--- src/rtl/queued_velocity_step_generator_unit_macros.svh ---
// assertion macros for the queued velocity step generator
`ifndef QUEUED_VELOCITY_STEP_GENERATOR_UNIT_MACROS_SVH
`define QUEUED_VELOCITY_STEP_GENERATOR_UNIT_MACROS_SVH

// implication checked at every rising clock edge outside reset
`define QVSG_ASSERT_IMPLY(label, ante, cons, msg) \
  label: assert property (@(posedge clk) disable iff (!rst_n) (ante) |-> (cons)) \
    else $error(msg);

// condition that must never be seen outside reset
`define QVSG_ASSERT_NEVER(label, expr, msg) \
  `QVSG_ASSERT_IMPLY(label, 1'b1, !(expr), msg)

`endif

--- src/rtl/qvsg_pkg.sv ---
// shared types and constants of the queued velocity step generator
`timescale 1ns / 1ps

package qvsg_pkg;

  localparam int QUEUE_DEPTH_DEF = 5;

  localparam int VEL_W   = 24;
  localparam int MAG_W   = 24;
  localparam int HOLD_W  = 32;
  localparam int GEAR_W  = 16;
  localparam int THR_W   = 48;
  localparam int PW_W    = 8;
  localparam int POS_W   = 32;
  localparam int TMR_W   = 32;
  localparam int QC_W    = 3;
  localparam int CFG_IDX_W = 2;

  // command queue between front and back
  localparam int CMDQ_DEPTH = 2;

  localparam logic [CFG_IDX_W-1:0] CFG_GEAR   = 2'd0;
  localparam logic [CFG_IDX_W-1:0] CFG_THRESH = 2'd1;
  localparam logic [CFG_IDX_W-1:0] CFG_PWIDTH = 2'd2;

  localparam logic OP_TICK = 1'b0;
  localparam logic OP_PUSH = 1'b1;

  localparam logic [GEAR_W-1:0] GEAR_RST   = 16'd256;
  localparam logic [THR_W-1:0]  THRESH_RST = 48'd0;
  localparam logic [PW_W-1:0]   PWIDTH_RST = 8'd10;

  localparam logic [MAG_W-1:0] MAG_POS_MAX = 24'h7FFFFF;
  localparam logic [MAG_W-1:0] MAG_NEG_MAX = 24'h800000;

  // velocity kept as sign and magnitude, neg only set for nonzero values
  typedef struct packed {
    logic              neg;
    logic [MAG_W-1:0]  mag;
    logic [HOLD_W-1:0] hold;
  } seg_t;

  typedef struct packed {
    logic op;
    seg_t seg;
  } cmd_t;

  typedef struct packed {
    logic             step_pulse;
    logic             direction;
    logic [POS_W-1:0] position_steps;
    logic [QC_W-1:0]  queued_count;
    logic             push_dropped;
  } res_t;

  typedef struct packed {
    logic full;
    logic empty;
  } q_stat_t;

endpackage

--- src/rtl/qvsg_front.sv ---
// front end: accepts items, scales pushed velocities by the gear factor
`timescale 1ns / 1ps

module qvsg_front (
  input  logic                           clk,
  input  logic                           rst_n,
  input  logic                           in_valid,
  output logic                           in_ready,
  input  logic                           in_op,
  input  logic signed [qvsg_pkg::VEL_W-1:0] in_vel,
  input  logic [qvsg_pkg::HOLD_W-1:0]    in_hold,
  input  logic [qvsg_pkg::GEAR_W-1:0]    gear,
  input  logic                           q_full,
  output logic                           fr_valid,
  output qvsg_pkg::cmd_t                 fr_cmd
);

  localparam int PROD_W = qvsg_pkg::MAG_W + qvsg_pkg::GEAR_W;

  logic                       fr_valid_r;
  qvsg_pkg::cmd_t             fr_cmd_r;
  qvsg_pkg::cmd_t             cmd_nxt;
  logic [qvsg_pkg::VEL_W-1:0] vel_u;
  logic [qvsg_pkg::MAG_W-1:0] raw_mag;
  logic [PROD_W-1:0]          prod;
  logic [PROD_W-9:0]          scaled;
  logic [qvsg_pkg::MAG_W-1:0] sat_mag;
  logic                       advance;

  assign vel_u   = in_vel;
  assign raw_mag = vel_u[qvsg_pkg::VEL_W-1] ? (~vel_u + 24'd1) : vel_u;
  assign prod    = PROD_W'(raw_mag) * PROD_W'(gear);
  // q8.8 gear factor, fraction dropped
  assign scaled  = prod[PROD_W-1:8];

  always_comb begin
    if (vel_u[qvsg_pkg::VEL_W-1]) begin
      sat_mag = (scaled > 32'(qvsg_pkg::MAG_NEG_MAX)) ? qvsg_pkg::MAG_NEG_MAX
                                                       : scaled[qvsg_pkg::MAG_W-1:0];
    end else begin
      sat_mag = (scaled > 32'(qvsg_pkg::MAG_POS_MAX)) ? qvsg_pkg::MAG_POS_MAX
                                                       : scaled[qvsg_pkg::MAG_W-1:0];
    end
  end

  always_comb begin
    cmd_nxt          = '0;
    cmd_nxt.op       = in_op;
    cmd_nxt.seg.mag  = sat_mag;
    cmd_nxt.seg.neg  = vel_u[qvsg_pkg::VEL_W-1] && (sat_mag != '0);
    cmd_nxt.seg.hold = in_hold;
  end

  assign advance  = !fr_valid_r || !q_full;
  assign in_ready = advance;

  always_ff @(posedge clk) begin
    if (!rst_n) begin
      fr_valid_r <= 1'b0;
    end else if (advance) begin
      fr_valid_r <= in_valid;
    end
  end

  always_ff @(posedge clk) begin
    if (advance && in_valid) begin
      fr_cmd_r <= cmd_nxt;
    end
  end

  assign fr_valid = fr_valid_r;
  assign fr_cmd   = fr_cmd_r;

endmodule

--- src/rtl/qvsg_cmd_queue.sv ---
// short command queue between front end and execution back end
`timescale 1ns / 1ps

module qvsg_cmd_queue (
  input  logic              clk,
  input  logic              rst_n,
  input  logic              wr_valid,
  input  qvsg_pkg::cmd_t    wr_data,
  output logic              rd_valid,
  input  logic              rd_take,
  output qvsg_pkg::cmd_t    rd_data,
  output qvsg_pkg::q_stat_t stat
);

  localparam int PTR_W = (qvsg_pkg::CMDQ_DEPTH > 1) ? $clog2(qvsg_pkg::CMDQ_DEPTH) : 1;
  localparam int CNT_W = $clog2(qvsg_pkg::CMDQ_DEPTH + 1);
  localparam logic [PTR_W-1:0] LAST = PTR_W'(qvsg_pkg::CMDQ_DEPTH - 1);

  qvsg_pkg::cmd_t   entry_r [qvsg_pkg::CMDQ_DEPTH];
  logic [PTR_W-1:0] wr_ptr_r;
  logic [PTR_W-1:0] rd_ptr_r;
  logic [CNT_W-1:0] count_r;
  logic             push;
  logic             pop;

  assign stat.full  = (count_r == CNT_W'(qvsg_pkg::CMDQ_DEPTH));
  assign stat.empty = (count_r == '0);
  assign push       = wr_valid && !stat.full;
  assign pop        = rd_take && !stat.empty;
  assign rd_valid   = !stat.empty;
  assign rd_data    = entry_r[rd_ptr_r];

  always_ff @(posedge clk) begin
    if (!rst_n) begin
      wr_ptr_r <= '0;
      rd_ptr_r <= '0;
      count_r  <= '0;
    end else begin
      if (push) begin
        wr_ptr_r <= (wr_ptr_r == LAST) ? '0 : wr_ptr_r + 1'b1;
      end
      if (pop) begin
        rd_ptr_r <= (rd_ptr_r == LAST) ? '0 : rd_ptr_r + 1'b1;
      end
      if (push && !pop) begin
        count_r <= count_r + 1'b1;
      end else if (pop && !push) begin
        count_r <= count_r - 1'b1;
      end
    end
  end

  always_ff @(posedge clk) begin
    if (push) begin
      entry_r[wr_ptr_r] <= wr_data;
    end
  end

endmodule

--- src/rtl/qvsg_back.sv ---
// back end: segment fifo, timers, step decision and result register
`timescale 1ns / 1ps

module qvsg_back #(
  parameter int QUEUE_DEPTH = qvsg_pkg::QUEUE_DEPTH_DEF,
  localparam int CNT_W = $clog2(QUEUE_DEPTH + 1)
) (
  input  logic                         clk,
  input  logic                         rst_n,
  input  logic                         cmd_valid,
  input  qvsg_pkg::cmd_t               cmd,
  output logic                         cmd_take,
  input  logic [qvsg_pkg::THR_W-1:0]   step_threshold,
  input  logic [qvsg_pkg::PW_W-1:0]    pulse_width,
  output logic                         out_valid,
  input  logic                         out_ready,
  output qvsg_pkg::res_t               out_res,
  output logic [CNT_W-1:0]             seg_count
);

  localparam int IDX_W  = (QUEUE_DEPTH > 1) ? $clog2(QUEUE_DEPTH) : 1;
  localparam int PROD_W = qvsg_pkg::TMR_W + qvsg_pkg::MAG_W;
  localparam logic [IDX_W-1:0] LAST = IDX_W'(QUEUE_DEPTH - 1);

  // segment store, read port registered at the next head address
  qvsg_pkg::seg_t seg_mem [QUEUE_DEPTH];
  qvsg_pkg::seg_t head_seg_r;

  logic [IDX_W-1:0]            head_r, head_nxt;
  logic [IDX_W-1:0]            tail_r, tail_nxt;
  logic [CNT_W-1:0]            count_r, count_nxt;
  logic                        cur_neg_r, cur_neg_nxt;
  logic [qvsg_pkg::MAG_W-1:0]  cur_mag_r, cur_mag_nxt;
  logic [qvsg_pkg::HOLD_W-1:0] cur_hold_r, cur_hold_nxt;
  logic [qvsg_pkg::TMR_W-1:0]  hold_tmr_r, hold_tmr_nxt;
  logic [qvsg_pkg::TMR_W-1:0]  elapsed_r, elapsed_nxt;
  logic                        pulse_r, pulse_nxt;
  logic                        dir_r, dir_nxt;
  logic [qvsg_pkg::POS_W-1:0]  steps_r, steps_nxt;
  logic                        out_valid_r;
  qvsg_pkg::res_t              out_res_r;

  logic                        exec;
  logic                        is_push;
  logic                        full;
  logic                        we;
  logic                        dropped;
  logic [qvsg_pkg::TMR_W-1:0]  hold1;
  logic [qvsg_pkg::TMR_W-1:0]  el1;
  logic                        pop;
  logic [qvsg_pkg::MAG_W-1:0]  mag_use;
  logic                        neg_use;
  logic [PROD_W-1:0]           prod;
  logic                        do_step;
  logic                        lower;
  logic [CNT_W+qvsg_pkg::QC_W-1:0] cnt_ext;

  assign exec     = cmd_valid && (!out_valid_r || out_ready);
  assign cmd_take = exec;
  assign is_push  = (cmd.op == qvsg_pkg::OP_PUSH);
  assign full     = (count_r == CNT_W'(QUEUE_DEPTH));
  assign we       = exec && is_push && !full;

  // saturating microsecond timers
  assign hold1 = (&hold_tmr_r) ? hold_tmr_r : hold_tmr_r + 1'b1;
  assign el1   = (&elapsed_r) ? elapsed_r : elapsed_r + 1'b1;

  assign pop     = (hold1 > cur_hold_r) && (count_r != '0);
  assign mag_use = pop ? head_seg_r.mag : cur_mag_r;
  assign neg_use = pop ? head_seg_r.neg : cur_neg_r;
  assign prod    = PROD_W'(el1) * PROD_W'(mag_use);
  assign do_step = (mag_use != '0) && (prod > PROD_W'(step_threshold));
  assign lower   = pulse_r && (el1 >= qvsg_pkg::TMR_W'(pulse_width));

  always_comb begin
    head_nxt     = head_r;
    tail_nxt     = tail_r;
    count_nxt    = count_r;
    cur_neg_nxt  = cur_neg_r;
    cur_mag_nxt  = cur_mag_r;
    cur_hold_nxt = cur_hold_r;
    hold_tmr_nxt = hold_tmr_r;
    elapsed_nxt  = elapsed_r;
    pulse_nxt    = pulse_r;
    dir_nxt      = dir_r;
    steps_nxt    = steps_r;
    dropped      = 1'b0;
    if (exec) begin
      if (is_push) begin
        if (full) begin
          dropped = 1'b1;
        end else begin
          tail_nxt  = (tail_r == LAST) ? '0 : tail_r + 1'b1;
          count_nxt = count_r + 1'b1;
        end
      end else begin
        hold_tmr_nxt = hold1;
        elapsed_nxt  = el1;
        if (pop) begin
          cur_neg_nxt  = head_seg_r.neg;
          cur_mag_nxt  = head_seg_r.mag;
          cur_hold_nxt = head_seg_r.hold;
          head_nxt     = (head_r == LAST) ? '0 : head_r + 1'b1;
          count_nxt    = count_r - 1'b1;
          hold_tmr_nxt = '0;
          // zero velocity keeps the previous direction
          if (head_seg_r.mag != '0) begin
            dir_nxt = !head_seg_r.neg;
          end
        end
        if (lower) begin
          pulse_nxt = 1'b0;
        end
        if (do_step) begin
          pulse_nxt   = 1'b1;
          elapsed_nxt = '0;
          steps_nxt   = neg_use ? steps_r - 1'b1 : steps_r + 1'b1;
        end
      end
    end
  end

  assign cnt_ext = {{qvsg_pkg::QC_W{1'b0}}, count_nxt};

  always_ff @(posedge clk) begin
    if (!rst_n) begin
      head_r      <= '0;
      tail_r      <= '0;
      count_r     <= '0;
      cur_neg_r   <= 1'b0;
      cur_mag_r   <= '0;
      cur_hold_r  <= '0;
      hold_tmr_r  <= '0;
      elapsed_r   <= '0;
      pulse_r     <= 1'b0;
      dir_r       <= 1'b0;
      steps_r     <= '0;
      out_valid_r <= 1'b0;
    end else begin
      head_r     <= head_nxt;
      tail_r     <= tail_nxt;
      count_r    <= count_nxt;
      cur_neg_r  <= cur_neg_nxt;
      cur_mag_r  <= cur_mag_nxt;
      cur_hold_r <= cur_hold_nxt;
      hold_tmr_r <= hold_tmr_nxt;
      elapsed_r  <= elapsed_nxt;
      pulse_r    <= pulse_nxt;
      dir_r      <= dir_nxt;
      steps_r    <= steps_nxt;
      if (exec) begin
        out_valid_r <= 1'b1;
      end else if (out_ready) begin
        out_valid_r <= 1'b0;
      end
    end
  end

  always_ff @(posedge clk) begin
    if (exec) begin
      out_res_r.step_pulse     <= pulse_nxt;
      out_res_r.direction      <= dir_nxt;
      out_res_r.position_steps <= steps_nxt;
      out_res_r.queued_count   <= cnt_ext[qvsg_pkg::QC_W-1:0];
      out_res_r.push_dropped   <= dropped;
    end
  end

  // write into the tail, bypass when the tail is also the next head
  always_ff @(posedge clk) begin
    if (we) begin
      seg_mem[tail_r] <= cmd.seg;
    end
    head_seg_r <= (we && (tail_r == head_nxt)) ? cmd.seg : seg_mem[head_nxt];
  end

  assign out_valid = out_valid_r;
  assign out_res   = out_res_r;
  assign seg_count = count_r;

endmodule

--- src/rtl/queued_velocity_step_generator_unit.sv ---
// top level of the queued velocity step generator
`timescale 1ns / 1ps
// usage
//   in_*  : one item per handshake; tuser[0] = operation (0 tick, 1 push),
//           tdata carries velocity (signed q12.12) and hold time (microseconds)
//   out_* : exactly one result item per input item, in order
//   cfg_* : register writes (gear multiplier, step threshold, pulse width),
//           always ready, only to be written while the block is idle
// throughput: one item per clock, sustained while out_tready is high; the figure
//   is set by the tick path of the back end, where the saturating timer update,
//   a 32 x 24 multiply and the 56-bit threshold compare are all combinational
// path: each item is registered in the front register, then in the command
//   queue, then in the result register
// a stalled receiver holds the result register; the two-entry command queue
//   and the front register fill up before in_tready drops; once out_tready returns
//   results flow at full rate at once and in_tready rises in the cycle after
// reset (rst_n low, synchronous): segment fifo empty, timers, position and
//   pulse cleared, registers back to gear 256, threshold 0, pulse width 10;
//   segment store contents are not cleared and need no clearing pass

`include "queued_velocity_step_generator_unit_macros.svh"

module queued_velocity_step_generator_unit #(
  parameter int QUEUE_DEPTH = qvsg_pkg::QUEUE_DEPTH_DEF
) (
  input  logic        clk,
  input  logic        rst_n,
  // input item channel
  input  logic        in_tvalid,
  output logic        in_tready,
  input  logic [55:0] in_tdata,   // velocity [23:0], hold_time [55:24]
  input  logic [0:0]  in_tuser,   // operation [0]
  // result item channel
  output logic        out_tvalid,
  input  logic        out_tready,
  output logic [39:0] out_tdata,  // step_pulse [0], direction [1],
                                  // position_steps [33:2], queued_count [36:34],
                                  // push_dropped [37], zero fill [39:38]
  // register write channel
  input  logic        cfg_valid,
  output logic        cfg_ready,
  input  logic [qvsg_pkg::CFG_IDX_W-1:0] cfg_index,
  input  logic [qvsg_pkg::THR_W-1:0]     cfg_data
);

  localparam int CNT_W = $clog2(QUEUE_DEPTH + 1);

  // configuration registers
  logic [qvsg_pkg::GEAR_W-1:0] gear_r;
  logic [qvsg_pkg::THR_W-1:0]  thresh_r;
  logic [qvsg_pkg::PW_W-1:0]   pwidth_r;

  logic              fr_valid;
  qvsg_pkg::cmd_t    fr_cmd;
  qvsg_pkg::q_stat_t q_stat;
  logic              q_valid;
  logic              q_take;
  qvsg_pkg::cmd_t    q_cmd;
  qvsg_pkg::res_t    res;
  logic [CNT_W-1:0]  seg_count;
  logic              seg_full;

  assign cfg_ready = 1'b1;

  always_ff @(posedge clk) begin
    if (!rst_n) begin
      gear_r   <= qvsg_pkg::GEAR_RST;
      thresh_r <= qvsg_pkg::THRESH_RST;
      pwidth_r <= qvsg_pkg::PWIDTH_RST;
    end else if (cfg_valid && cfg_ready) begin
      unique case (cfg_index)
        qvsg_pkg::CFG_GEAR:   gear_r   <= cfg_data[qvsg_pkg::GEAR_W-1:0];
        qvsg_pkg::CFG_THRESH: thresh_r <= cfg_data;
        qvsg_pkg::CFG_PWIDTH: pwidth_r <= cfg_data[qvsg_pkg::PW_W-1:0];
        default: begin
          // index outside the register list, write ignored
        end
      endcase
    end
  end

  // front: accept and scale
  qvsg_front u_front (
    .clk      (clk),
    .rst_n    (rst_n),
    .in_valid (in_tvalid),
    .in_ready (in_tready),
    .in_op    (in_tuser[0]),
    .in_vel   (in_tdata[23:0]),
    .in_hold  (in_tdata[55:24]),
    .gear     (gear_r),
    .q_full   (q_stat.full),
    .fr_valid (fr_valid),
    .fr_cmd   (fr_cmd)
  );

  // decoupling queue
  qvsg_cmd_queue u_cmd_queue (
    .clk      (clk),
    .rst_n    (rst_n),
    .wr_valid (fr_valid),
    .wr_data  (fr_cmd),
    .rd_valid (q_valid),
    .rd_take  (q_take),
    .rd_data  (q_cmd),
    .stat     (q_stat)
  );

  // back: execute against segment fifo and timers
  qvsg_back #(
    .QUEUE_DEPTH (QUEUE_DEPTH)
  ) u_back (
    .clk            (clk),
    .rst_n          (rst_n),
    .cmd_valid      (q_valid),
    .cmd            (q_cmd),
    .cmd_take       (q_take),
    .step_threshold (thresh_r),
    .pulse_width    (pwidth_r),
    .out_valid      (out_tvalid),
    .out_ready      (out_tready),
    .out_res        (res),
    .seg_count      (seg_count)
  );

  assign out_tdata = {2'b00, res.push_dropped, res.queued_count, res.position_steps,
                      res.direction, res.step_pulse};

  assign seg_full = (seg_count == CNT_W'(QUEUE_DEPTH));

  // segment fifo never holds more than its depth
  `QVSG_ASSERT_NEVER(a_seg_count_max, seg_count > CNT_W'(QUEUE_DEPTH), "segment count over depth")
  // a dropped push is only reported while the segment fifo is full
  `QVSG_ASSERT_IMPLY(a_drop_full, out_tvalid && res.push_dropped, seg_full, "drop while not full")
  // command queue status stays consistent
  `QVSG_ASSERT_NEVER(a_q_stat, q_stat.full && q_stat.empty, "command queue full and empty")

endmodule

--- config.mk ---
export PLATFORM = sky130hd
export DESIGN_NAME = queued_velocity_step_generator_unit
export DESIGN_NICKNAME = d
export VERILOG_FILES = /design/src/rtl/qvsg_pkg.sv /design/src/rtl/qvsg_front.sv /design/src/rtl/qvsg_cmd_queue.sv /design/src/rtl/qvsg_back.sv /design/src/rtl/queued_velocity_step_generator_unit.sv
export VERILOG_INCLUDE_DIRS = /design/src /design/src/rtl
export SDC_FILE = /design/constraint.sdc
export NUM_CORES = 2
export LEC_CHECK = 0
export BUFFER_PORTS_ARGS = -buffer_cell sky130_fd_sc_hd__buf_2
export CAP_MARGIN = 5
export CORE_ASPECT_RATIO = 1.2
export CORE_MARGIN = 4
export CORE_UTILIZATION = 35
export DETAILED_ROUTE_END_ITERATION = 6
export GPL_TIMING_DRIVEN = 0
export PLACE_DENSITY_LB_ADDON = 0.05
export SYNTH_ARGS = -nofsm -noshare
export SYNTH_HDL_FRONTEND = slang
export SYNTH_SLANG_ARGS = --single-unit
--- constraint.sdc ---
create_clock -name clk -period 15.7 [get_ports clk]
set_input_delay 3.14 -clock clk [delete_from_list [all_inputs] [get_ports clk]]
set_output_delay 3.14 -clock clk [all_outputs]
set_load 0.005 [all_outputs]
# Yosys cells after proc, flatten, opt, wreduce, memory -nomap -nowiden
# Memories as Yosys holds them, arrays and structs flattened. A register that Yosys moved wholly into a read port is not among the register bits.
# Cells that the tools add are included.
[totals]
ram_bits = 401
ff_bits = 338
mem_count = 2
word_cells = 141
[mem_list]
columns = ["memory", "words", "word_bits", "rd", "rd_ports_with_merged_regs", "wr", "line_no", "rtl"]
rows = [
  ["u_back.seg_mem", 5, 57, 1, 1, 1, "qvsg_back.sv:26", "qvsg_pkg::seg_t seg_mem [QUEUE_DEPTH];"],
  ["u_cmd_queue.entry_r", 2, 58, 1, 1, 1, "qvsg_cmd_queue.sv:19", "qvsg_pkg::cmd_t entry_r [qvsg_pkg::CMDQ_DEPTH];"],
]
[op_classes]
n_bitwise = 3
n_mux = 44
order_cmp = 5
eq_ne = 6
multipliers = 2
add_sub_neg = 13
n_reduce_logical = 38
[op_table]
columns = ["cell", "count"]
rows = [
  ["$mux W32", 8],
  ["$mux W24", 5],
  ["$add A32 B1 Y32 const B", 3],
  ["$reduce_bool A24 Y1", 3],
  ["$reduce_and A32 Y1", 2],
  ["$gt A56 B48 Y1", 1],
  ["$mul A32 B24 Y56", 1],
  ["$mul A24 B16 Y40", 1],
  ["$ge A32 B8 Y1", 1],
  ["$gt A32 B23 Y1 const B", 1],
  ["$gt A32 B24 Y1 const B", 1],
  ["$gt A32 B32 Y1", 1],
  ["$sub A32 B1 Y32 const B", 1],
  ["$mux W3", 9],
  ["$add A24 B1 Y24 const B", 1],
  ["$not A24 Y24", 1],
  ["$mux W1", 20],
  ["$logic_and A1 B1 Y1", 12],
  ["$add A3 B1 Y3 const B", 3],
  ["$eq A3 B3 Y1 const B", 3],
  ["$logic_not A1 Y1", 8],
  ["$reduce_and A2 Y1", 4],
  ["$reduce_and A3 Y1", 2],
  ["$eq A2 B2 Y1 const B", 2],
  ["other kinds (11)", 17],
]

# Logic depth before layout (Yosys ltp)
[logic_depth]
ltp_word = 11
depth_mapped = 66

# Hierarchy
# A second synthesis with hierarchy kept.
[unflattened]
hier_cells = 7074
area_unflattened_um2 = 70361.2
[modules_own_cells]
columns = ["module", "seq_area_each_um2", "cells_per_inst", "area_each_um2", "instances"]
rows = [
  ["qvsg_back", 13062.5, 4903, 47916.0, 1],
  ["qvsg_front", 1761.7, 1668, 15218.3, 1],
  ["qvsg_cmd_queue", 3583.4, 206, 4421.7, 1],
  ["queued_velocity_step_generator_unit", 1441.4, 297, 2805.2, 1],
]

# Worst setup path before layout
# Ideal clock, no wire load.
[synth_timing]
path_kind = "flip-flop to flip-flop"
from = "reg u_back.hold_tmr_r[10] in the netlist's numbering"
to = "reg u_back.elapsed_r[21] in the netlist's numbering"
setup_time_ns = 0.070
arrival_time_ns = 13.895
t_required_ns = 15.630
path_slack_ns = 1.734
stages_incl_launch_ff = 62
cell_sequence = "dfxtp_1 clkbuf_1 and4_1 and3_1 and4_1 nand4_1 and3_1 and2_1 clkbuf_1 nand2_1 nor2_1 nand4_1 xnor2_1 ha_1 nand2_1 nor4_1 a21oi_1 a21boi_1 (+26 left out) nand3_1 nand2_1 a31oi_1 o21bai_1 a21boi_0 xnor2_1 ha_1 nand4_2 or4_4 o41a_1 nor4_1 o211ai_1 a2111oi_4 nand3_4 and2_4 buf_6 or4b_1 a21oi_1"
[synth_via]
elab_chain_len = 9
word_cells_on_any_way = 11
classes_between = "1 x add/sub; 1 x mul; 2 x order compare; 3 x mux; 4 x reduce/logical"
[synth_lines]
columns = ["item", "line_no", "rtl"]
rows = [
  ["start: declaration", "qvsg_back.sv:35", "logic [qvsg_pkg::TMR_W-1:0] hold_tmr_r, hold_tmr_nxt;"],
  ["start signal: assignment", "qvsg_back.sv:146", "hold_tmr_r <= hold_tmr_nxt;"],
  ["$add A32 B1 Y32 / $reduce_and A32 Y1 (equally long branches)", "qvsg_back.sv:65", "assign hold1 = (&hold_tmr_r) ? hold_tmr_r : hold_tmr_r + 1'b1;"],
  ["$mux W32 *", "qvsg_back.sv:65", ""],
  ["$gt A32 B32 Y1 *", "qvsg_back.sv:68", "assign pop = (hold1 > cur_hold_r) && (count_r != '0);"],
  ["$logic_and A1 B1 Y1 *", "qvsg_back.sv:68", ""],
  ["$mux W24 *", "qvsg_back.sv:69", "assign mag_use = pop ? head_seg_r.mag : cur_mag_r;"],
  ["$mul A32 B24 Y56", "qvsg_back.sv:71", "assign prod = PROD_W'(el1) * PROD_W'(mag_use);"],
  ["$gt A56 B48 Y1", "qvsg_back.sv:72", "assign do_step = (mag_use != '0) && (prod > PROD_W'(step_threshold));"],
  ["$logic_and A1 B1 Y1 *", "qvsg_back.sv:72", ""],
  ["$mux W32 *", "qvsg_back.sv:114", "if (do_step) begin"],
  ["end signal: assignment", "qvsg_back.sv:147", "elapsed_r <= elapsed_nxt;"],
  ["end: declaration", "qvsg_back.sv:36", "logic [qvsg_pkg::TMR_W-1:0] elapsed_r, elapsed_nxt;"],
]
# Every way passes the cells marked *; elsewhere a longest branch is shown, timed or not.
# A chain may end at the register's enable or synchronous reset.

# Final worst setup path
[layout_timing]
from = "reg u_back.hold_tmr_r[11] in the netlist's numbering"
to = "reg u_back.steps_r[5] in the netlist's numbering"
[layout_via]
elab_chain_len = 11
word_cells_on_any_way = 15
classes_between = "1 x add/sub; 1 x mul; 2 x order compare; 7 x mux; 4 x reduce/logical"
[layout_lines]
columns = ["item", "line_no", "rtl"]
rows = [
  ["$add A32 B1 Y32 / $reduce_and A32 Y1 (equally long branches)", "qvsg_back.sv:65", ""],
  ["$mux W32 *", "qvsg_back.sv:65", ""],
  ["$gt A32 B32 Y1 *", "qvsg_back.sv:68", ""],
  ["$logic_and A1 B1 Y1 *", "qvsg_back.sv:68", ""],
  ["$mux W24", "qvsg_back.sv:69", ""],
  ["$mul A32 B24 Y56", "qvsg_back.sv:71", ""],
  ["$gt A56 B48 Y1", "qvsg_back.sv:72", ""],
  ["$logic_and A1 B1 Y1", "qvsg_back.sv:72", ""],
  ["$mux W32 *", "qvsg_back.sv:114", ""],
  ["$mux W32 *", "qvsg_back.sv:89", "if (is_push) begin"],
  ["$mux W32 *", "qvsg_back.sv:88", "if (exec) begin"],
  ["net u_back.steps_nxt (one bit)", "qvsg_back.sv:39", "logic [qvsg_pkg::POS_W-1:0] steps_r, steps_nxt;"],
  ["end signal: assignment", "qvsg_back.sv:150", "steps_r <= steps_nxt;"],
  ["end: declaration", "qvsg_back.sv:39", ""],
]
# Mark *: on every way through the listed nets, which the timed path passes. The rest lies on a longest branch.

==> results.tsv <==
stage	metric	value	unit
clock_tree	clockBufferDepth	3	
die	die_area	206000	µm²
logic_synthesis	ys.flop_type	edfxtp_1	
drt	ant_nets	0	
power	p_int	0.00548	W
global_routing	grt_usage	0.229	
critical_path	worstPathMaxFanout	10	
outcome	status	finished, violations left	
power	swShare	0.483	
critical_path	startpoint	u_back.hold_tmr_r[11]	
clock_tree	cts_sinks	743	
logic_synthesis	yosysSeqAreaShare	0.286	
power	pwr-share-comb	0.580	
die	placementRows	178	
logic_synthesis	synth.avg_cell_area	10.0	µm²
logic_synthesis	synth-seq-cells	743	
sta	finClkSkew	0.0784	ns
critical_path	worst_setup_path_start_kind	register	
critical_path	r2r-start	u_back.hold_tmr_r[11]	
power	clkPwrFrac	0.181	
clock_tree	htreeDepth	3	
logic_synthesis	ys_types	102	
sta	slew_violations	0	
drt	vias_per_cell	5.04	
critical_path	crit_required	16.29	ns
sta	maxSlewHeadroom	0.0568	
clock_tree	clk_pin_slew	0.06	ns
power	power_frac_seq	0.239	
global_routing	first_global_vias	53900	
clock_tree	clock_latency	0.70	ns
layout	nFillCells	19900	
logic_synthesis	synth_area	69500	µm²
hold_path	hold_start	u_front.fr_cmd[25]	
clock_tree	clock-root-buffer	clkbuf_16	
sta	post-route-period-util	0.957	
drt	remaining_drc_errors	1	
critical_path	crit_path_end_kind	register	
power	power_density	136	nW/µm²
global_routing	grt_pass1_wl	351000	µm
sta	setup_tns	0	ns
flow_run	maxCapViolCount	0	
global_routing	grt_max_degree	58	
sta	fmax	66.5	MHz
die	io_pins	155	
hold_path	hold_path_class	register to register	
power	leakage	32.7	nW
place	globalplace.congestion	0.964	
logic_synthesis	synth_edf_count	497	
power	power_switching	0.00512	W
layout	synthToLayoutAreaGrowth	12.2	%
place	portBuffers	149	
layout	fin_util	0.396	
global_routing	grt_overflow	0	
global_routing	grt_antenna_before_repair	5	
logic_synthesis	async_flop_share	0	
clock_tree	cts_tree	yes	
drt	routed_wl	234000	µm
drt	vias	50100	
die	start_util	0.353	
outcome	failed_checks	design-rule violations	
critical_path	crit_path_max_incr_delay	0.62	ns
die	core_area	197000	µm²
critical_path	crit_top_cell	fa_1	
critical_path	crit_type	register to register	
layout	regArea	19900	µm²
drt	firstDrtPassIters	7	
critical_path	crit_path_top_delay_cell	fa_1	
drt	wl_per_cell	23.6	µm
place	dp_hpwl	190000	µm
die	die_w	415	µm
power	ir_drop	0.000169	V
drt	drt-initial-drc-count	2974	
sta	setup_viol	0	
critical_path	worstPathArrival	15.61	ns
sta	final.setup.worst_slack	0.674	ns
layout	layout.nets	8750	
die	chipHeight	496	µm
logic_synthesis	yosysWarningCount	0	
clock_tree	numCtsBuffers	83	
logic_synthesis	syn_inst	6949	
sta	post-route-min-period	15.03	ns
layout	drive_gt1_frac	0.100	
sta	worst_pin_slew	1.40	ns
sta	hold_viol	0	
layout	multi_input_area	44700	µm²
place	dpl_worst_slack	-3.28	ns
==> per-layer routing <==
layer  wire, µm  vias to the layer above  global-route usage
met5          0                        -                   0
met4      13100                        0               0.108
met3       9430                      390              0.0254
met2     117000                     1102               0.403
met1      94900                    25600               0.281
li1           -                    23000                   -
==> cells by family after synthesis <==
group                      share of synthesized area
and+or+nand+nor                                0.137
buffers and inverters                         0.0812
adders and majority gates                      0.353
DFF                                            0.286
AOI/OAI and AO/OA                             0.0681
muxes                                         0.0470
xor gates and xnor gates                      0.0272
other                                       0.000108
==> state kept, by name, summed over array words and instances (netlist names), 16 cells and up, named ones only <==
signal               flops
gear_r                  16
thresh_r                48
u_back.cur_hold_r       32
u_back.cur_mag_r        24
u_back.elapsed_r        32
u_back.hold_tmr_r       32
u_back.out_res          38
u_back.seg_mem         285
u_back.steps_r          32
u_cmd_queue.entry_r    116
u_front.fr_cmd          58
==> cells in the mapped netlist, types with 37 or more instances <==
library cell | instances | area (µm²)
inv_1 | 1145 | 4300
nand2_1 | 1007 | 3780
fa_1 | 964 | 19300
nor2_1 | 571 | 2140
edfxtp_1 | 497 | 14900
ha_1 | 421 | 5270
clkbuf_1 | 297 | 1110
a21oi_1 | 274 | 1370
dfxtp_1 | 246 | 4920
and2_1 | 168 | 1050
xnor2_1 | 139 | 1220
mux2_2 | 103 | 1160
o21ai_0 | 99 | 495
nand3_1 | 77 | 385
xor2_1 | 77 | 674
a21o_1 | 71 | 533
mux2i_1 | 71 | 711
a211oi_1 | 61 | 458
mux4_2 | 57 | 1280
nand4_1 | 57 | 357
nor3_1 | 39 | 195
and3_1 | 37 | 231
==> final cells by class <==
class,instances,share of cell area
Clock inverter,40,0.00555
Multi-Input combinational cell,4722,0.573
Sequential cell,743,0.255
Buffer,319,0.0187
Clock buffer,115,0.0288
Tap cell,2610,0.0419
Antenna cell,5,0.000160
Timing Repair Buffer,236,0.0219
Inverter,1148,0.0553
==> per-stage QoR <==
| step | cells | hold WS (ns) | area [µm²] | power [W] |
|---|---|---|---|---|
| after detailed placement | 9773 | 0.430 | 74500 | 0.00835 |
| after global routing | 9934 | 0.451 | 78000 | 0.0112 |
| after global placement | 9709 | 0.423 | 73500 | 0.00821 |
| after CTS | 9925 | 0.441 | 77500 | 0.0105 |
| final | 9938 | 0.444 | 78000 | 0.0106 |
| after floorplan | 6950 | 0.421 | 69500 | 0.00580 |
==> final timing paths <==
| check | depth (start not counted) | slack, ns | to |
|---|---|---|---|
| max | 57 | 0.67 | u_back.steps_r[5] |
| min | 0 | 0.44 | u_cmd_queue.entry_r[1][25] |
| max reg2reg | 57 | 0.67 | u_back.steps_r[5] |
| min reg2reg | 0 | 0.44 | u_cmd_queue.entry_r[1][25] |
==> power groups by stage <==
stage | clock, W | combinational, W | sequential, W
after floorplan | 0 | 0.00325 | 0.00255
final | 0.00192 | 0.00615 | 0.00253
after global placement | 0 | 0.00561 | 0.00260
after detailed placement | 0 | 0.00577 | 0.00258
after global routing | 0.00208 | 0.00658 | 0.00256
after CTS | 0.00200 | 0.00599 | 0.00254
==> layout by cell type (no fill, tap or decap), types with 35 or more instances in the layout <==
master and count:
clkbuf_16 83, a211oi_1 61, mux2_2 98, inv_1 1145, ha_1 416, nor2_1 565
buf_2 164, mux4_2 57, buf_4 66, a21o_1 65, a21oi_1 261, and3_1 35
edfxtp_1 497, and2_1 166, fa_1 963, o21ai_0 98, nand3_1 76, nor3_1 38
clkbuf_1 249, xnor2_1 124, dfxtp_1 245, nand2_1 1005, nand4_1 57, xor2_1 73
mux2i_1 62
==> critical path: cells and delay by family (launching register included) <==
kind | cells | cell delay [ns]
AO/OA/AOI/OAI | 10 | 2.47
XOR/XNOR | 2 | 0.37
adder cells (fa/ha/maj) | 10 | 4.66
buffers and inverters | 10 | 1.69
flip-flops | 1 | 0.35
multiplexers | 1 | 0.38
AND/OR/NAND/NOR | 24 | 4.98
==> what timing repair did <==
action | CTS | global route
setup buffers | 6 | 16
gates cloned | 0 | 0
setup endpoints to repair | 98 | 98
hold buffers | 0 | 0
gates resized for setup | 110 | 108
pin swaps | 2 | 11
endpoints found under the hold margin | 0 | 0
Note: power is estimated with default switching activity, not from simulation.
